--- src/rtl/ppr_pkg.sv ---
package ppr_pkg;

    localparam int VAL_W      = 4;
    localparam int SIZE_W     = 4;
    localparam int RANK_W     = 29;
    localparam int CFG_IDX_W  = 2;
    localparam int CFG_DATA_W = 4;

    typedef logic [VAL_W-1:0]      val_t;
    typedef logic [SIZE_W-1:0]     size_t;
    typedef logic [RANK_W-1:0]     rank_t;
    typedef logic [CFG_IDX_W-1:0]  cfg_idx_t;
    typedef logic [CFG_DATA_W-1:0] cfg_data_t;

    localparam cfg_idx_t CFG_PERM_SIZE   = 2'd0;
    localparam cfg_idx_t CFG_SUBSET_SIZE = 2'd1;

    localparam size_t PERM_SIZE_RST   = 4'd12;
    localparam size_t SUBSET_SIZE_RST = 4'd0;

endpackage

--- src/rtl/ppr_elem_if.sv ---
interface ppr_elem_if
    import ppr_pkg::*;
();
    logic valid;
    logic ready;
    val_t perm_value;
    val_t inverse_value;
    logic last_element;

    modport source (output valid, output perm_value, output inverse_value,
                    output last_element, input ready);
    modport sink   (input valid, input perm_value, input inverse_value,
                    input last_element, output ready);
endinterface

--- src/rtl/ppr_rank_if.sv ---
interface ppr_rank_if
    import ppr_pkg::*;
();
    logic  valid;
    logic  ready;
    rank_t rank_value;

    modport source (output valid, output rank_value, input ready);
    modport sink   (input valid, input rank_value, output ready);
endinterface

--- src/rtl/ppr_cfg_if.sv ---
interface ppr_cfg_if
    import ppr_pkg::*;
();
    logic      valid;
    logic      ready;
    cfg_idx_t  index;
    cfg_data_t data;

    modport source (output valid, output index, output data, input ready);
    modport sink   (input valid, input index, input data, output ready);
endinterface

--- src/rtl/ppr_ram.sv ---
module ppr_ram #(
    parameter int WIDTH = 4,
    parameter int DEPTH = 12,
    localparam int AW = (DEPTH > 1) ? $clog2(DEPTH) : 1
) (
    input  logic                     clk,
    input  logic                     we,
    input  logic [AW-1:0]            waddr,
    input  logic [WIDTH-1:0]         wdata,
    input  logic [AW-1:0]            raddr,
    output logic [WIDTH-1:0]         rdata
);

    logic [WIDTH-1:0] mem [DEPTH];

    always_ff @(posedge clk)
    begin
        if (we)
        begin
            mem[waddr] <= wdata;
        end
        rdata <= mem[raddr];
    end

endmodule

--- src/rtl/partial_permutation_rank.sv ---
// Myrvold-Ruskey rank of a partial permutation. Elements arrive one per beat on
// elem (value and matching inverse entry) and load into two small RAMs at one
// beat per cycle; the beat marked last_element starts ranking and elem stays
// not ready until the rank is handed to the output register. Ranking walks
// positions n-1 down to k, each through the RAM read states RD0 and RD1 and
// the swap-write states WR0 and WR1, with one shared 29 x 4 multiplier
// forming s*weight and then weight*m; with k >= n the rank is 0. n above
// MAX_N saturates, beats beyond MAX_N before the last mark are dropped, the
// rank wraps modulo 2^29. Write perm_size (index 0) and subset_size (index 1)
// only while idle.
module partial_permutation_rank
    import ppr_pkg::*;
#(
    parameter int MAX_N = 12
) (
    input  logic         clk,
    input  logic         rst_n,
    ppr_cfg_if.sink      cfg,
    ppr_elem_if.sink     elem,
    ppr_rank_if.source   rank
);

    localparam int AW = (MAX_N > 1) ? $clog2(MAX_N) : 1;
    localparam int PW = $clog2(MAX_N + 1);
    localparam int MW = (PW > VAL_W) ? PW : VAL_W;

    typedef logic [AW-1:0] addr_t;
    typedef logic [PW-1:0] pos_t;
    typedef logic [MW-1:0] cmp_t;

    typedef enum logic [2:0] {
        ST_LOAD,
        ST_RD0,
        ST_RD1,
        ST_WR0,
        ST_WR1,
        ST_DONE
    } state_t;

    state_t state_reg, state_next;
    size_t  perm_size_reg, perm_size_next;
    size_t  subset_size_reg, subset_size_next;
    pos_t   load_pos_reg, load_pos_next;
    pos_t   m_reg, m_next;
    val_t   s_reg, s_next;
    val_t   iv_reg, iv_next;
    rank_t  prod_reg, prod_next;
    rank_t  acc_reg, acc_next;
    rank_t  weight_reg, weight_next;
    logic   out_valid_reg, out_valid_next;
    rank_t  out_data_reg, out_data_next;

    logic   seq_we, inv_we;
    addr_t  seq_waddr, inv_waddr, seq_raddr, inv_raddr;
    val_t   seq_wdata, inv_wdata, seq_rdata, inv_rdata;

    logic   elem_take;
    logic   load_ok;
    logic   s_ok, iv_ok;
    pos_t   n_eff;
    addr_t  pos_addr;
    cmp_t   mul_op;
    rank_t  mul_res;

    ppr_ram #(.WIDTH(VAL_W), .DEPTH(MAX_N)) u_seq_ram (
        .clk   (clk),
        .we    (seq_we),
        .waddr (seq_waddr),
        .wdata (seq_wdata),
        .raddr (seq_raddr),
        .rdata (seq_rdata)
    );

    ppr_ram #(.WIDTH(VAL_W), .DEPTH(MAX_N)) u_inv_ram (
        .clk   (clk),
        .we    (inv_we),
        .waddr (inv_waddr),
        .wdata (inv_wdata),
        .raddr (inv_raddr),
        .rdata (inv_rdata)
    );

    assign cfg.ready      = 1'b1;
    assign elem.ready     = (state_reg == ST_LOAD);
    assign rank.valid     = out_valid_reg;
    assign rank.rank_value = out_data_reg;

    assign elem_take = elem.valid && (state_reg == ST_LOAD);
    assign load_ok   = cmp_t'(load_pos_reg) < cmp_t'(MAX_N);
    assign s_ok      = cmp_t'(s_reg) < cmp_t'(MAX_N);
    assign iv_ok     = cmp_t'(iv_reg) < cmp_t'(MAX_N);
    assign n_eff     = (cmp_t'(perm_size_reg) > cmp_t'(MAX_N)) ? pos_t'(MAX_N)
                                                               : pos_t'(perm_size_reg);
    assign pos_addr  = addr_t'(m_reg - pos_t'(1));

    assign mul_op  = (state_reg == ST_WR0) ? cmp_t'(s_reg) : cmp_t'(m_reg);
    assign mul_res = rank_t'(weight_reg * mul_op);

    always_comb
    begin
        seq_we    = 1'b0;
        inv_we    = 1'b0;
        seq_waddr = addr_t'(load_pos_reg);
        inv_waddr = addr_t'(load_pos_reg);
        seq_wdata = elem.perm_value;
        inv_wdata = elem.inverse_value;
        seq_raddr = pos_addr;
        inv_raddr = pos_addr;

        case (state_reg)
            ST_LOAD:
            begin
                seq_we = elem_take && load_ok;
                inv_we = elem_take && load_ok;
            end
            ST_RD1:
            begin
                seq_raddr = addr_t'(inv_rdata);
                inv_raddr = addr_t'(seq_rdata);
            end
            ST_WR0:
            begin
                seq_we    = iv_ok;
                seq_waddr = pos_addr;
                seq_wdata = seq_rdata;
                inv_we    = s_ok;
                inv_waddr = pos_addr;
                inv_wdata = inv_rdata;
            end
            ST_WR1:
            begin
                seq_we    = iv_ok;
                seq_waddr = addr_t'(iv_reg);
                seq_wdata = s_reg;
                inv_we    = s_ok;
                inv_waddr = addr_t'(s_reg);
                inv_wdata = iv_reg;
            end
            default:
            begin
            end
        endcase
    end

    always_comb
    begin
        state_next       = state_reg;
        perm_size_next   = perm_size_reg;
        subset_size_next = subset_size_reg;
        load_pos_next    = load_pos_reg;
        m_next           = m_reg;
        s_next           = s_reg;
        iv_next          = iv_reg;
        prod_next        = prod_reg;
        acc_next         = acc_reg;
        weight_next      = weight_reg;
        out_valid_next   = out_valid_reg && !rank.ready;
        out_data_next    = out_data_reg;

        if (cfg.valid)
        begin
            if (cfg.index == CFG_PERM_SIZE)
            begin
                perm_size_next = size_t'(cfg.data);
            end
            else if (cfg.index == CFG_SUBSET_SIZE)
            begin
                subset_size_next = size_t'(cfg.data);
            end
        end

        case (state_reg)
            ST_LOAD:
            begin
                if (elem_take)
                begin
                    if (load_ok)
                    begin
                        load_pos_next = load_pos_reg + pos_t'(1);
                    end
                    if (elem.last_element)
                    begin
                        load_pos_next = '0;
                        m_next        = n_eff;
                        acc_next      = '0;
                        weight_next   = rank_t'(1);
                        state_next    = ST_RD0;
                    end
                end
            end
            ST_RD0:
            begin
                if (cmp_t'(m_reg) > cmp_t'(subset_size_reg))
                begin
                    state_next = ST_RD1;
                end
                else
                begin
                    state_next = ST_DONE;
                end
            end
            ST_RD1:
            begin
                s_next     = seq_rdata;
                iv_next    = inv_rdata;
                state_next = ST_WR0;
            end
            ST_WR0:
            begin
                prod_next  = mul_res;
                state_next = ST_WR1;
            end
            ST_WR1:
            begin
                acc_next    = acc_reg + prod_reg;
                weight_next = mul_res;
                m_next      = m_reg - pos_t'(1);
                state_next  = ST_RD0;
            end
            ST_DONE:
            begin
                if (!out_valid_reg || rank.ready)
                begin
                    out_valid_next = 1'b1;
                    out_data_next  = acc_reg;
                    state_next     = ST_LOAD;
                end
            end
            default:
            begin
                state_next = ST_LOAD;
            end
        endcase
    end

    always_ff @(posedge clk or negedge rst_n)
    begin
        if (!rst_n)
        begin
            state_reg       <= ST_LOAD;
            perm_size_reg   <= PERM_SIZE_RST;
            subset_size_reg <= SUBSET_SIZE_RST;
            load_pos_reg    <= '0;
            m_reg           <= '0;
            s_reg           <= '0;
            iv_reg          <= '0;
            prod_reg        <= '0;
            acc_reg         <= '0;
            weight_reg      <= rank_t'(1);
            out_valid_reg   <= 1'b0;
            out_data_reg    <= '0;
        end
        else
        begin
            state_reg       <= state_next;
            perm_size_reg   <= perm_size_next;
            subset_size_reg <= subset_size_next;
            load_pos_reg    <= load_pos_next;
            m_reg           <= m_next;
            s_reg           <= s_next;
            iv_reg          <= iv_next;
            prod_reg        <= prod_next;
            acc_reg         <= acc_next;
            weight_reg      <= weight_next;
            out_valid_reg   <= out_valid_next;
            out_data_reg    <= out_data_next;
        end
    end

endmodule

--- src/flat_wrapper.sv ---
// flat-port wrapper written by rule: the top's interface ports become plain ports
module partial_permutation_rank_flat import ppr_pkg::*;
#(
    parameter int MAX_N = 12
)
  (clk, rst_n, cfg_valid, cfg_index, cfg_data, cfg_ready, elem_valid, elem_perm_value, elem_inverse_value, elem_last_element, elem_ready, rank_valid, rank_rank_value, rank_ready);
  ppr_cfg_if cfg_i ();
  ppr_elem_if elem_i ();
  ppr_rank_if rank_i ();
  input  logic clk;
  input  logic rst_n;
  input wire logic [$bits(cfg_i.valid)-1:0] cfg_valid;
  input wire logic [$bits(cfg_i.index)-1:0] cfg_index;
  input wire logic [$bits(cfg_i.data)-1:0] cfg_data;
  output wire logic [$bits(cfg_i.ready)-1:0] cfg_ready;
  input wire logic [$bits(elem_i.valid)-1:0] elem_valid;
  input wire logic [$bits(elem_i.perm_value)-1:0] elem_perm_value;
  input wire logic [$bits(elem_i.inverse_value)-1:0] elem_inverse_value;
  input wire logic [$bits(elem_i.last_element)-1:0] elem_last_element;
  output wire logic [$bits(elem_i.ready)-1:0] elem_ready;
  output wire logic [$bits(rank_i.valid)-1:0] rank_valid;
  output wire logic [$bits(rank_i.rank_value)-1:0] rank_rank_value;
  input wire logic [$bits(rank_i.ready)-1:0] rank_ready;
  assign cfg_i.valid = cfg_valid;
  assign cfg_i.index = cfg_index;
  assign cfg_i.data = cfg_data;
  assign cfg_ready = cfg_i.ready;
  assign elem_i.valid = elem_valid;
  assign elem_i.perm_value = elem_perm_value;
  assign elem_i.inverse_value = elem_inverse_value;
  assign elem_i.last_element = elem_last_element;
  assign elem_ready = elem_i.ready;
  assign rank_valid = rank_i.valid;
  assign rank_rank_value = rank_i.rank_value;
  assign rank_i.ready = rank_ready;
  partial_permutation_rank #(.MAX_N(MAX_N)) u_core (.clk(clk), .rst_n(rst_n), .cfg(cfg_i), .elem(elem_i), .rank(rank_i));
endmodule
--- config.mk ---
export PLATFORM = sky130hd
export DESIGN_NAME = partial_permutation_rank_flat
export DESIGN_NICKNAME = d
export VERILOG_FILES = /design/src/rtl/ppr_pkg.sv /design/src/rtl/ppr_elem_if.sv /design/src/rtl/ppr_rank_if.sv /design/src/rtl/ppr_cfg_if.sv /design/src/rtl/ppr_ram.sv /design/src/rtl/partial_permutation_rank.sv /design/src/flat_wrapper.sv
export SDC_FILE = /design/constraint.sdc
export NUM_CORES = 1
export LEC_CHECK = 0
export BUFFER_PORTS_ARGS = -buffer_cell sky130_fd_sc_hd__buf_2
export CAP_MARGIN = 0
export CORE_MARGIN = 3
export CORE_UTILIZATION = 40
export CTS_CLUSTER_SIZE = 14
export DETAILED_ROUTE_END_ITERATION = 12
export PLACE_DENSITY_LB_ADDON = 0.3
export SYNTH_ARGS = -nofsm -noshare
export SYNTH_HDL_FRONTEND = slang
export SYNTH_HIERARCHICAL = 1
export SYNTH_SLANG_ARGS = --single-unit
--- constraint.sdc ---
create_clock -name clk -period 6.3 [get_ports clk]
set_clock_uncertainty 0.15 [all_clocks]
set_input_delay 0 -clock clk [delete_from_list [all_inputs] [get_ports clk]]
set_output_delay 0 -clock clk [all_outputs]
set_load 0.01 [all_outputs]
==> summary.md, run 1 <==
| Metric | Value |
|---|---|
| Crit Path Max Fanout | between 50 and 60 |
| Hold Vio Cnt, Final | 0 |
| Worst Setup End Kind | flop |
| Switching Power | between 3 and 4 mW |
| CP top delay family | compound AO/OA/AOI/OAI gates |
| Antenna Nets Post-Route | 0 |
| Seq/Total Area, Yosys | between 40 and 50% |
| Reg2reg path depth | 15 |
| GRT Overall Usage | approximately 17% |
| Worst-path clk slew | approximately 0.06 ns |
| Yosys Warn Count | 6 |
| I/O Buffers | 50 |
| Clk Latency, worst-skew pair | about 0.57 ns |
| Post-Synthesis Cells | roughly 1400 |
| Netlist cell types | between 70 and 80 |
| Antenna diodes | 0 |
| Pre-CTS setup slack | around 1.2 ns |
| Slew Limit Fails | 0 |
| Slew HR | approximately a fifth |
| TNS Setup | 0 ns |
| CTS Buffer Depth | 3 |
| # clock sinks | ~250 |
| Postcts setup bufs | 0 |
| Largest net degree at the start of global routing | 81 |
| GRT overflow | 0 |
| Largest stage delay, worst path | around 0.67 ns |
| Switching Fraction | about two fifths |
| Pleak | 7.518 nW |
| Comb power frac | 46.4% |
| Root Buffer | clkbuf_16 |
| Hold Path End | u_core/u_inv_ram/mem[8][0] |
| Number of global-route vias before repair | between 10000 and 15000 |
| Post-synth net total | between 1500 and 2000 |
| Antenna violations before repair | 0 |
| CP cell instances | nand3b_4 > buf_4 > mux2_2 > nand2_1 > fa_1 > inv_1 > ha_1 > a21o_1 > a21oi_1 > o21ai_0 > a21oi_1 > a21oi_2 > a221o_1 > xnor2_1 > o21ai_1 |
| Die Height | 198.5 um |
| Via count | about 10000 |
| Crit path DAT | about 5.4 ns |
| First-pass GRT wire length | 55340 um |
| PnR Total Power | 7.889 mW |
| Hold Crit Depth | 3 |
| Setup Crit Path Kind | reg2reg |
| Worst path bufs/invs | 2 |
| Period minus WS final | about 5.2 ns |
| Hold Path Class | in2reg |
| Core area | about 0.036 mm^2 |
| Top Registers | u_core/u_inv_ram/mem x48, u_core/u_seq_ram/mem x48 |
| Post-synth EDFFs | 96 |
| Worst Path Required | 6.56 ns |
| # rows | just under 70 |
| Outcome | complete, no violations |
| Routed WL | 33660 um |
| Max Clk Rate | 193.3 MHz |
| Post-synthesis cell area | roughly 0.015 mm^2 |
| Unrepaired setup endpoints after global routing | false |
| Multi-input logic area | between 0.007 and 0.008 mm^2 |
| Endpoints failing setup | 0 |
| Final core utilization | a little under half |
| Commonest cells after routing, fill and taps aside | nand2_1, dfrtp_1, inv_1 |
| Die Wd | ~200 um |
| Hold Buf Count CTS | 22 |
| Starting Density | 41.08% |
| Worst-Margin Slew | between 1 and 1.5 ns |
| PnR worst setup slack | approximately 1.1 ns |
| Mean post-synth cell area | 10.57 um^2 |
| FF+latch area | 0.006650 mm^2 |
| Nets | 1597 |
| Start of the worst register-to-register path | u_core/state_reg[2] |
| Max Cap Violations | 0 |
| GP Congestion | roughly 0.85 |
| Sequential fraction of design power | 33.3% |
| DP HPWL | between 20000 and 25000 um |
| CP Launch Type | flop |
| CP max stage cell | mux2_2 |
| DRC | 0 |
| Wire per inst | about 17 um |
| Worst Hold Launch | elem_inverse_value[0] |
| Synth Flop Type | dfrtp_1 |
| TritonCTS Buffers | 26 |
| Post-cts gate resize count | 0 |
| Reg2reg setup slack | 1.13 ns |
| CP dominant cell by count | a21oi_1 |
| Internal | about 4.6 mW |
| Commonest non-fill, non-tap cell in the layout | nand2_1 |
| Area of the die | just under 0.04 mm^2 |
| CTS H-Tree Depth | 1 |
| Post-DR vias/cell | ~5.4 |
| DRT iter0 DRCs | about 670 |
| Max rail drop VDD | roughly 0.33 mV |
| Ys async rst share | approximately three fifths |
| Pwr Density | roughly 470 mW/mm^2 |
| R2R Path End | u_core/weight_reg[23] |
| Fillers | about 3400 |
| Tcrit/Tclk final | 82.11% |
| Number of synthesized register bits | around 250 |
| IO Pins | 52 |
| Share of cells above drive strength 1 | roughly an eighth |
| 1st-pass router iterations | 6 |
| CTS tree | done |
| Area delta synth->final | 12.20% |
| Clk network pwr share | between 20% and 30% |
==> tightest hold or removal path, cell delays in order <==
cell and delay, ns:
buf_2 0.08, nand2_1 0.08, nand3_1 0.37
==> synthesized netlist by cell type, types with 8 or more instances <==
master | n | area (um^2)
clkbuf_1 | 40 | 150.1
mux2_2 | 39 | 439.2
mux4_1 | 12 | 315.3
inv_1 | 112 | 420.4
o21a_1 | 9 | 67.56
o211ai_1 | 16 | 120.1
o221ai_1 | 8 | 70.07
edfxtp_1 | 96 | 2883
nand2_1 | 186 | 698.2
nor2_1 | 60 | 225.2
dfxtp_1 | 8 | 160.2
o21ai_1 | 18 | 90.09
o21ai_0 | 76 | 380.4
a21o_1 | 37 | 277.8
nor3_1 | 17 | 85.08
a22oi_1 | 12 | 90.09
nand2b_1 | 23 | 143.9
a21oi_1 | 57 | 285.3
ha_1 | 63 | 788.3
dfrtp_1 | 141 | 3528
nand3_1 | 24 | 120.1
o21bai_1 | 8 | 60.06
nor2b_1 | 76 | 475.5
and2_1 | 12 | 75.07
mux2i_1 | 19 | 190.2
and3_1 | 15 | 93.84
xnor2_1 | 24 | 210.2
fa_1 | 52 | 1041
xor2_1 | 21 | 183.9
==> how the worst max path moves through the flow <==
stage | from | to | slack [ns] | cells after the start
final | u_core/state_reg[2] | u_core/weight_reg[23] | 1.13 | 15
after detailed placement | u_core/state_reg[2] | u_core/prod_reg[23] | 1.17 | 15
after floorplan | u_core/state_reg[1] | u_core/prod_reg[23] | 1.74 | 17
after CTS | u_core/state_reg[2] | u_core/weight_reg[23] | 1.12 | 15
after global placement | u_core/state_reg[2] | u_core/prod_reg[23] | 1.29 | 15
after global routing | u_core/state_reg[2] | u_core/weight_reg[23] | 0.73 | 15
==> power groups by stage <==
stage	Combinational (mW)	Clock, mW	Sequential (mW)
global placement	3.60	0	2.65
floorplan	2.77	0	2.51
finish	3.66	1.60	2.63
detailed placement	3.65	0	2.66
CTS	3.69	1.64	2.63
global route	4.13	1.71	2.69
==> layout make-up <==
class | instances | area share [%]
tap | 461 | 3.467
clock buffer | 38 | 4.483
sequential | 248 | 39.98
multi-input combinational | 990 | 45.09
timing repair buffer | 84 | 3.513
inverter | 112 | 2.527
clock inverter | 10 | 0.9402
==> per-stage QoR <==
step / instances / hold WS (ns) / cell area (um^2)
after floorplan: 1403 / -0.4456 / 14830
after global placement: 1873 / -0.1041 / 15490
after detailed placement: 1873 / -0.09652 / 15490
after CTS: 1943 / 0.02566 / 16630
after global routing: 1943 / 0.06358 / 16630
final: 1943 / 0.04040 / 16630
==> routing by layer <==
metal  part of all wire (%)  wire length, um  vias to the layer above  global-route usage [%]
li1                       -                -                     5032                       -
met1                     44            14710                     5176                   22.73
met2                     50            16720                      212                   30.12
met3                    3.9             1318                       58                   2.507
met4                    2.7              899                        0                   4.477
met5                      0                0                        -                       0
==> cell families after synthesis <==
logic type	after synthesis	share of synthesized area [%]
other	1	0.02529
AO/OA/AOI/OAI	298	13.23
XOR/XNOR	45	2.658
buffers and inverters	165	4.633
multiplexers	76	7.165
adder cells (fa/ha/maj)	115	12.34
AND/OR/NAND/NOR	455	15.09
flip-flops	248	44.86
Note: power is estimated with default switching activity, not from simulation.
==> run 2: changes to the inputs <==
- clock period: 6.3 -> 5.29 ns (I/O delays scaled with it)
==> summary.md, run 2 (synthesized netlist as in run 1, its figures left out) <==
| Metric | Value |
|---|---|
| Antenna violations before repair | 0 (unchanged) |
| GRT Overall Usage | 17.45% (+0.18 points) |
| Largest stage delay, worst path | 0.54 ns (-0.13 ns) |
| Hold Crit Depth | 3 (unchanged) |
| Hold Vio Cnt, Final | 0 (unchanged) |
| I/O Buffers | 50 (unchanged) |
| Number of global-route vias before repair | 10460 (-0.41%) |
| Start of the worst register-to-register path | u_core/state_reg[1] |
| Antenna Nets Post-Route | 0 (unchanged) |
| Clk Latency, worst-skew pair | 0.56 ns (about the same) |
| CTS tree | done |
| Reg2reg path depth | 17 (+2) |
| Commonest cells after routing, fill and taps aside | nand2_1, dfrtp_1, inv_1 |
| Outcome | complete, no violations |
| CTS H-Tree Depth | 1 (unchanged) |
| DRT iter0 DRCs | 655 (-1.9%) |
| Max Cap Violations | 0 (unchanged) |
| CP cell instances | nand3b_4 > mux2i_2 > buf_12 > nor2b_1 > fa_1 > inv_1 > fa_1 > inv_1 > ha_1 > a21o_1 > a21o_1 > a21oi_1 > o21ai_1 > o21bai_1 > o211ai_1 > nor3b_1 > o31ai_1 |
| Largest net degree at the start of global routing | 65 (-20%) |
| Routed WL | 34080 um (+1.2%) |
| Slew Limit Fails | 0 (unchanged) |
| Starting Density | 41.08% (unchanged) |
| IO Pins | 52 (unchanged) |
| Worst Setup End Kind | flop |
| 1st-pass router iterations | 5 (-1) |
| CP max stage cell | dfrtp_1 |
| Max rail drop VDD | 0.3534 mV (+6.4%) |
| Die Height | 198.5 um (unchanged) |
| Core area | 0.03609 mm^2 (unchanged) |
| Slew HR | 21.64% (+1.1 points) |
| Worst Path Required | 5.54 ns (-1.02 ns) |
| GP Congestion | 0.8391 (-1.1%) |
| Root Buffer | clkbuf_16 |
| TritonCTS Buffers | 28 (+7.7%) |
| Post-DR vias/cell | 5.370 (-0.43%) |
| Die Wd | 198.5 um (unchanged) |
| Crit path DAT | 5.22 ns (-0.21 ns) |
| # clock sinks | 248 (unchanged) |
| DRC | 0 (unchanged) |
| Setup Crit Path Kind | reg2reg |
| Final core utilization | 46.12% (about the same) |
| DP HPWL | 24160 um (about the same) |
| First-pass GRT wire length | 55550 um (+0.36%) |
| Endpoints failing setup | 0 (unchanged) |
| Worst-path clk slew | 0.06 ns (about the same) |
| Worst-Margin Slew | 1.175 ns (-0.01565 ns) |
| Area of the die | 0.03941 mm^2 (unchanged) |
| Hold Path Class | in2reg |
| Commonest non-fill, non-tap cell in the layout | nand2_1 |
| Period minus WS final | 4.967 ns (-0.2063 ns) |
| Post-cts gate resize count | 0 (unchanged) |
| TNS Setup | 0 ns (unchanged) |
| GRT overflow | 0 (unchanged) |
| Antenna diodes | 0 (unchanged) |
| Hold Path End | u_core/u_inv_ram/mem[8][1] |
| Wire per inst | 17.52 um (+1.1%) |
| Pwr Density | 565.4 mW/mm^2 (+19%) |
| Pleak | 7.520 nW (about the same) |
| CP Launch Type | flop |
| Worst Hold Launch | elem_inverse_value[1] |
| Area delta synth->final | 12.27% (about the same) |
| Postcts setup bufs | 0 (unchanged) |
| R2R Path End | u_core/prod_reg[26] |
| Tcrit/Tclk final | 93.89% (+12 points) |
| Max Clk Rate | 201.3 MHz (+4.2%) |
| Crit Path Max Fanout | 21 (-63%) |
| Via count | 10440 (-0.32%) |
| Reg2reg setup slack | 0.32 ns (-0.80 ns) |
| # rows | 69 (unchanged) |
| Nets | 1598 (+0.063%) |
| Hold Buf Count CTS | 20 (-9.1%) |
| Top Registers | u_core/u_inv_ram/mem x48, u_core/u_seq_ram/mem x48 |
| CTS Buffer Depth | 3 (unchanged) |
| Unrepaired setup endpoints after global routing | false |
| Share of cells above drive strength 1 | 11.73% (-0.016 points) |
==> run 2: changes by cell type in the layout (fill, tap and decap cells not counted), moves of 2 or more <==
cell,before,now
dlygate4sd3_1,21,19
buf_4,12,10
clkbuf_16,26,28
bufinv_16,3,1
clkbuf_1,7,11
buf_12,0,3
==> run 2: layout make-up <==
class                   count  area (um^2)
fillers                  3364        19440
multi-input cells         990         7501
flip-flops and latches    248         6650
clock buffers              44        810.8
repair buffers             83        609.3
well taps                 461        576.8
inverters                 112        420.4
clock inverters             7        76.32
==> run 2: routing by layer <==
metal / vias to the layer above / routed length (um) / GRT usage (%)
li1: 5036 / - / -
met4: 0 / 915 / 4.841
met2: 211 / 16360 / 29.10
met3: 59 / 1354 / 2.541
met5: - / 0 / 0
met1: 5138 / 15450 / 23.97
==> run 2: through the flow <==
step	setup WS, ns	area (um^2)	power, mW	hold WS (ns)	instances
after floorplan	0.7277	14830	6.293	-0.4456	1403
final	0.3234	16640	9.411	0.01711	1945
after CTS	0.3773	16640	9.491	0.005955	1945
after global placement	0.5597	15540	7.478	-0.01742	1874
after global routing	0.06430	16640	10.16	0.07117	1945
after detailed placement	0.3953	15540	7.572	-0.01309	1874
==> run 2: worst max-delay path, delay by kind of cell, from the launching register on <==
kind | cells | cell delay (ns)
and+or+nand+nor | 3 | 0.57
muxes | 1 | 0.47
DFF | 1 | 0.54
buffers and inverters | 3 | 0.32
AOI/OAI and AO/OA | 7 | 1.39
adders and majority gates | 3 | 1.35
==> run 2: report_power, final <==
group          leakage (nW)  internal, mW  switching, mW
clock network         0.427          1.10          0.765
logic                  4.27          1.76           2.67
registers              2.82          2.66          0.456
==> run 2: how the worst max path moves through the flow <==
stage / slack [ns] / endpoint / startpoint / cells after the start
after floorplan: 0.73 / u_core/prod_reg[23] / u_core/state_reg[1] / 17
after global routing: 0.06 / u_core/prod_reg[26] / u_core/state_reg[1] / 16
after detailed placement: 0.40 / u_core/weight_reg[26] / u_core/state_reg[1] / 17
final: 0.32 / u_core/prod_reg[26] / u_core/state_reg[1] / 17
after global placement: 0.56 / u_core/prod_reg[23] / u_core/state_reg[1] / 16
after CTS: 0.38 / u_core/weight_reg[26] / u_core/state_reg[1] / 17
